[config.mk]
export PLATFORM = sky130hd
export DESIGN_NAME = bccc_dirty_ram
export DESIGN_NICKNAME = d
export VERILOG_FILES = /design/src/rtl/bccc_pkg.sv /design/src/rtl/bccc_dirty_ram.sv
export SDC_FILE = /design/constraint.sdc
export NUM_CORES = 1
export LEC_CHECK = 0
export BUFFER_PORTS_ARGS = -buffer_cell sky130_fd_sc_hd__clkbuf_2
export CORE_MARGIN = 3
export CORE_UTILIZATION = 48
export CTS_BUF_LIST = sky130_fd_sc_hd__clkbuf_8
export DETAILED_ROUTE_END_ITERATION = 12
export HOLD_SLACK_MARGIN = 0.12
export PLACE_DENSITY = 0.66
export SYNTH_ARGS = -nofsm -noshare
export SYNTH_HDL_FRONTEND = slang
export SYNTH_SLANG_ARGS = --single-unit
[constraint.sdc]
create_clock -name aclk -period 12 [get_ports aclk]
set_input_delay 2.4 -clock aclk [delete_from_list [all_inputs] [get_ports aclk]]
set_output_delay 2.4 -clock aclk [all_outputs]
set_load 0.005 [all_outputs]
[src/rtl/bccc_pkg.sv]
package bccc_pkg;

    localparam int DEF_CHUNK_COUNT  = 16;
    localparam int DEF_CHUNK_BLOCKS = 64;

    localparam logic [31:0] DEVICE_BLOCKS_RESET = 32'hFFFF_FFFF;
    localparam logic        REG_DEVICE_BLOCKS   = 1'b0;

    localparam logic [1:0] OP_LOOKUP = 2'd0;
    localparam logic [1:0] OP_MARK   = 2'd1;
    localparam logic [1:0] OP_FLUSH  = 2'd2;

    localparam logic [2:0] KIND_LOOKUP  = 3'd0;
    localparam logic [2:0] KIND_RUN     = 3'd1;
    localparam logic [2:0] KIND_MARKED  = 3'd2;
    localparam logic [2:0] KIND_FLUSHED = 3'd3;
    localparam logic [2:0] KIND_ERROR   = 3'd4;

endpackage

[src/rtl/bccc_dirty_ram.sv]
module bccc_dirty_ram #(
    parameter int DEPTH = bccc_pkg::DEF_CHUNK_COUNT,
    parameter int WIDTH = bccc_pkg::DEF_CHUNK_BLOCKS,
    parameter int ADDR_W = (DEPTH > 1) ? $clog2(DEPTH) : 1
) (
    input  logic              aclk,
    input  logic              wr_en,
    input  logic [ADDR_W-1:0] wr_addr,
    input  logic [WIDTH-1:0]  wr_data,
    input  logic              rd_en,
    input  logic [ADDR_W-1:0] rd_addr,
    output logic [WIDTH-1:0]  rd_data
);
    import bccc_pkg::*;

    logic [WIDTH-1:0] mem [DEPTH];
    logic [WIDTH-1:0] rd_data_reg;

    always_ff @(posedge aclk) begin
        if (wr_en) begin
            mem[wr_addr] <= wr_data;
        end
        if (rd_en) begin
            rd_data_reg <= mem[rd_addr];
        end
    end

    assign rd_data = rd_data_reg;

endmodule

# Word-level counts from Yosys, hierarchy flattened
# Memories as Yosys holds them, arrays and structs flattened. A register that Yosys moved wholly into a read port is not among the register bits.
# Cells that the tools add are included.
# Widths: inputs -> output; s select.
[totals]
register_bits = 0
ram_bits = 1024
input_bits = 75
output_inout_bits = 64
wordCells = 3
mem_count = 1
[memory_table]
columns = ["memory", "words", "width", "read_ports", "rd_clocked_by_memory_dff", "write_ports", "line_no", "text"]
rows = [
  ["mem", 16, 64, 1, 1, 1, "bccc_dirty_ram.sv:16", "logic [WIDTH-1:0] mem [DEPTH];"],
]
[op_classes]
n_mux = 2
[ops]
columns = ["operator", "n"]
rows = [
  ["$mux 1", 2],
]

# Logic depth before layout (Yosys ltp)
# Gate-level depths: netlist (run 1).
[logic_depth]
depth_word = 2
mapped_depth = 6
mapped_depth_nobuf = 3

# Worst setup path after synthesis (run 1)
# No wires, ideal clock.
[synth_path]
path_kind = "input to register"
start = "input wr_addr[2]"
end = "memory mem[0][0] (netlist name), enable pin"
setup_time_ns = 0.565
t_arrival_ns = 7.263
required_ns = 11.435
slack_ns = 4.171
path_stages = 2
n_path_buf = 0
cell_sequence = "or3b_2 -> nor3_1"
[synth_rtl]
columns = ["item", "line_no", "text"]
rows = [
  ["start: declaration", "bccc_dirty_ram.sv:8", "input logic [ADDR_W-1:0] wr_addr,"],
  ["end: declaration", "bccc_dirty_ram.sv:16", ""],
]
# Straight into the memory's write port.

==> metrics.yaml, run 1 <==
status: "finished, final reports clean"
setup_viol: 0
r2r-start: "mem[2][13]"
use_met2_pct: 34.1
core_area_sq_mm: 0.0825
final_cell_area_sq_mm: 0.0452
cts.path.max_buffers: 3
dieArea_sq_mm: 0.0873
cp_cell_sequence: "buf_8 -> buf_4 -> buf_4 -> mux4_2 -> a22oi_1 -> nand2_1"
dpl.cell_count: 2808
seq_area_frac_synth_pct: 81.2
cts.repair.resized: 0
post-place-ws_ps: 6350
worst_path_most_repeated_cell: "buf_4"
fill_cells: 6097
required_ps: 12520
antenna_found_initial: 9
synth_nets: 1722
netlist_area_sq_mm: 0.0402
final_cell_mix: "edfxtp_1, mux4_2, clkbuf_8, clkbuf_2, a22oi_1"
clock_latency_ps: 800
final_common_cell: "edfxtp_1"
cp_max_fo: 80
cts_setup_buffers: 0
cts.sinks: 1088
nNetsFinal: 1982
yosysWarnings: 0
vias_per_cell: 5.97
critical-path-max-stage-delay_ps: 950
leakage_nw: 14.5
hold_depth: 3
cts_tree: "built"
grt_pass1_vias: 19736
avgRoutedWirePerCell_um: 29.1
min_from: "mem[14][49]"
grt_overflow_total: 0
area_growth_pct: 12.3
gp_congestion: 0.698
drive_gt1_share_pct: 31.8
clk_pin_slew_ps: 60
busiest_layer: "met2"
initial_core_util_pct: 48.8
synthCells: 1647
hold_violations: 0
die_x_um: 295
grt_util_met3_pct: 4.95
grt_max_degree: 81
fin_crit_ps: 4830
cp_data_arrival_time_ps: 5350
cts-root-buf: "clkbuf_8"
io_pins: 139
postLayoutCoreUtil_pct: 54.8
hp-class: "register to register"
gr-usage-met1_pct: 29.8
io_buffers: 138
r2r_end: "rd_data[13]"
fin_hold_ws_ps: 731
fin_crit_sh_pct: 40.3
rr_worst_depth: 3
ys_seq_elements: 1088
tightest_slew_ps: 1130
drc: 0
avgSynthCellArea_sq_um: 24.4
ir_drop_mv: 0.117
slew_violations: 0
fmax_mhz: 207
worstSetupEndpointType: "register"
hpwl_mm: 42.1
largest_reg_flops: 1024
num_vias: 18551
htreeDepth: 4
grt_pass1_wl_mm: 133
worstSetupPathType: "input port to register"
rsz0062_at_grt: "false"
relSlewSlack_pct: 24.6
ys_types: 17
drt-total-wl_mm: 90.5
cp_slowest_cell: "buf_4"
setup_slack_ps: 7170
start_kind: "input port"
drt-pass1-iter-count: 5
cts_buffers: 167
regToRegSetupSlack_ps: 10490
power.density_mw_per_mm2: 164
hold_end: "rd_data[49]"
cap_violations: 0
antenna_left: 0
dpl_cell_area_sq_mm: 0.0422
grt.total_usage_pct: 21.3
p_total_mw: 7.40
fin_skew_ps: 26.7
tns_ps: 0
die_y_um: 295
cts_hold_buf: 0
final_cells: 3109
drt_iter0_drc: 2224
num_rows: 105
==> report_power, final <==
part | switching [mW] | internal [mW]
sequential | 0.0264 | 4.28
combinational | 0.212 | 0.140
clock | 1.37 | 1.37
total | 1.61 | 5.79
==> worst max path at each step <==
stage                from          end  slack (ps)  cells after the start
6_report       rd_addr[1]  rd_data[16]        7170                      6
5_1_grt        rd_addr[1]  rd_data[34]        7080                      6
4_1_cts        rd_addr[1]  rd_data[16]        7230                      6
3_5_place_dp   rd_addr[1]  rd_data[30]        6350                      6
3_3_place_gp   rd_addr[1]  rd_data[16]        6410                      6
2_1_floorplan  wr_addr[2]    mem[0][0]        4170                      2
==> critical path, delay by kind of cell <==
kind	cells	cell delay [ps]
AOI/OAI and AO/OA	1	230
muxes	1	400
buffers and inverters	3	2150
and+or+nand+nor	1	90
==> cells in the mapped netlist (all sizes together) <==
cell type | instances | area, sq um
a22oi | 128 | 961
and2 | 1 | 6.26
buf | 48 | 317
clkbuf | 36 | 135
edfxtp | 1088 | 32700
mux4 | 256 | 5770
nand2 | 65 | 244
nand2b | 2 | 12.5
nand3 | 1 | 5.00
nand3b | 2 | 15.0
nor2 | 13 | 48.8
nor2b | 2 | 12.5
nor3 | 4 | 20.0
or3b | 1 | 8.76
==> layer usage <==
| metal | wire (um) | vias to the layer above |
|---|---|---|
| met2 | 44700 | 693 |
| met5 | 46 | - |
| met4 | 1720 | 8 |
| met3 | 6570 | 140 |
| met1 | 37500 | 10051 |
| li1 | - | 7659 |
==> final cells by class <==
| cell class | instances | area [sq um] | area share, % |
|---|---|---|---|
| antenna | 6 | 15.0 | 0.0332 |
| clock buffer | 172 | 2370 | 5.24 |
| clock inverter | 123 | 566 | 1.25 |
| multi-input combinational | 475 | 7230 | 16.0 |
| sequential | 1088 | 32700 | 72.3 |
| tap | 1070 | 1340 | 2.96 |
| timing repair buffer | 175 | 991 | 2.19 |
==> kinds of logic (layout without fill, tap and decap cells) <==
kind of cell / after synthesis / count (layout) / share of synthesized area, %
muxes: 256 / 256 / 14.3
other: 0 / 6 / 0
and+or+nand+nor: 91 / 91 / 0.927
DFF: 1088 / 1088 / 81.2
AOI/OAI and AO/OA: 128 / 128 / 2.39
buffers and inverters: 84 / 470 / 1.12
(Power assumes the default switching activity.)
==> run 2, diff against run 1 <==
--- a/config.mk
+++ b/config.mk
@@ -11,7 +11,7 @@
 export CTS_BUF_LIST = sky130_fd_sc_hd__clkbuf_8
 export DETAILED_ROUTE_END_ITERATION = 12
 export HOLD_SLACK_MARGIN = 0.12
-export PLACE_DENSITY = 0.66
+export PLACE_DENSITY = 0.69
 export SYNTH_ARGS = -nofsm -noshare
 export SYNTH_HDL_FRONTEND = slang
 export SYNTH_SLANG_ARGS = --single-unit
==> constraint.sdc (replaced) <==
create_clock -name aclk -period 4.1 [get_ports aclk]
set_input_delay 0.82 -clock aclk [delete_from_list [all_inputs] [get_ports aclk]]
set_output_delay 0.82 -clock aclk [all_outputs]
set_load 0.005 [all_outputs]
==> run 2 against run 1 <==
  * Clock-buffer cell count fell by 9
  * Non-clock buffer count increased by 14
  * First-iteration DRC count fell by 10%
  * Total power grew to 2.9 times the previous value
  * Worst hold slack lost 310 ps
  * Clock skew fell by 8.5 ps
  * Via count is 0.49% higher
  * Routed wire length decreased by 2.7%
  * Final cell count rose by 0.16%
  * Critical path depth decreased by 5
  * Combinational power increased to 3.0 times the previous value
  * Flip-flop and latch count stayed put
==> metrics.yaml, run 2 (same netlist as run 1, synthesis figures left out) <==
status: "finished, final reports clean"
die_x_um: 295
vias_per_cell: 5.99
num_rows: 105
fin_hold_ws_ps: 417
pwr-share-seq_pct: 58.7
cp_data_arrival_time_ps: 1450
final_cell_mix: "edfxtp_1, mux4_2, clkbuf_8, clkbuf_2, a22oi_1"
hpwl_mm: 42.2
cts.path.max_buffers: 3
antenna_found_initial: 14
post-place-ws_ps: 1100
cp_top_family: "flip-flops"
num_vias: 18641
cts.sinks: 1088
io_pins: 139
gp_congestion: 0.741
drive_gt1_share_pct: 32.4
dpl.cell_count: 2822
largest_reg_flops: 1024
initial_core_util_pct: 48.8
p_sw_share_pct: 21.9
required_ps: 3280
fin_crit_ps: 2270
cp_cell_sequence: "clkbuf_2"
hp-class: "input port to register"
power.density_mw_per_mm2: 471
final_common_cell: "edfxtp_1"
worstSetupEndpointType: "output pin"
final_cell_area_sq_mm: 0.0457
drt-pass1-iter-count: 5
cp_max_fo: 1
dpl_cell_area_sq_mm: 0.0428
grt_pass1_vias: 19712
worstSetupPathType: "register to output pin"
clockPowerShare_pct: 36.3
clk_pin_slew_ps: 60
clock_latency_ps: 780
die_y_um: 295
tightest_slew_ps: 827
tns_ps: 0
grt.total_usage_pct: 20.7
cap_violations: 0
fmax_mhz: 440
grt_pass1_wl_mm: 129
core_area_sq_mm: 0.0825
ir_drop_mv: 0.290
switching_power_mw: 4.70
fin_crit_sh_pct: 55.4
drt_iter0_drc: 1993
htreeDepth: 4
p_int_mw: 16.8
setup_slack_ps: 1830
io_buffers: 138
drt-total-wl_mm: 88.0
avgRoutedWirePerCell_um: 28.3
start_kind: "register"
cts_hold_buf: 0
cts.repair.resized: 0
antenna_left: 0
grt_max_degree: 65
setup_viol: 0
dieArea_sq_mm: 0.0873
hold_violations: 0
drc: 0
final_cells: 3114
critical-path-max-stage-delay_ps: 500
relSlewSlack_pct: 44.7
postLayoutCoreUtil_pct: 55.3
rsz0062_at_grt: "false"
nNetsFinal: 1992
cts_setup_buffers: 0
area_growth_pct: 13.5
cts_buffers: 163
cp_slowest_cell: "edfxtp_1"
fin_skew_ps: 18.2
crit_buf_inv: 1
leakage_nw: 14.7
cts-root-buf: "clkbuf_8"
cts_tree: "built"
p_comb_share_pct: 5.0
slew_violations: 0
grt_overflow_total: 0
p_total_mw: 21.5
run 2: final timing paths:
path,from,to,slack (ps),depth (start not counted)
max,rd_data[0],rd_data[0],1830,1
min,wr_data[12],mem[13][12],420,1
max reg2reg,mem[11][4],rd_data[4],2610,3
min reg2reg,mem[14][0],rd_data[0],740,3
run 2: power groups by stage:
stage	Combinational, mW	Clock [mW]	Sequential, mW
6_report	1.06	7.81	12.6
5_1_grt	1.15	8.51	12.6
4_1_cts	1.08	7.98	12.6
3_5_place_dp	1.08	0	12.9
3_3_place_gp	1.05	0	12.8
2_1_floorplan	0.596	0	12.8
run 2: metal layers:
| layer | wire (um) | GRT usage [%] | share of wire [%] |
|---|---|---|---|
| met1 | 35000 | 28.8 | 40 |
| met2 | 43700 | 32.8 | 50 |
| met3 | 7690 | 5.36 | 8.7 |
| met4 | 1590 | 5.95 | 1.8 |
| met5 | 39 | 0 | 0.044 |
run 2: final cells by class:
cell class,count,area [sq um]
diodes,8,20.0
clock buffers,163,2240
clock inverters,121,634
fillers,6021,36900
multi-input cells,475,7260
flip-flops and latches,1088,32700
well taps,1070,1340
repair buffers,189,1480
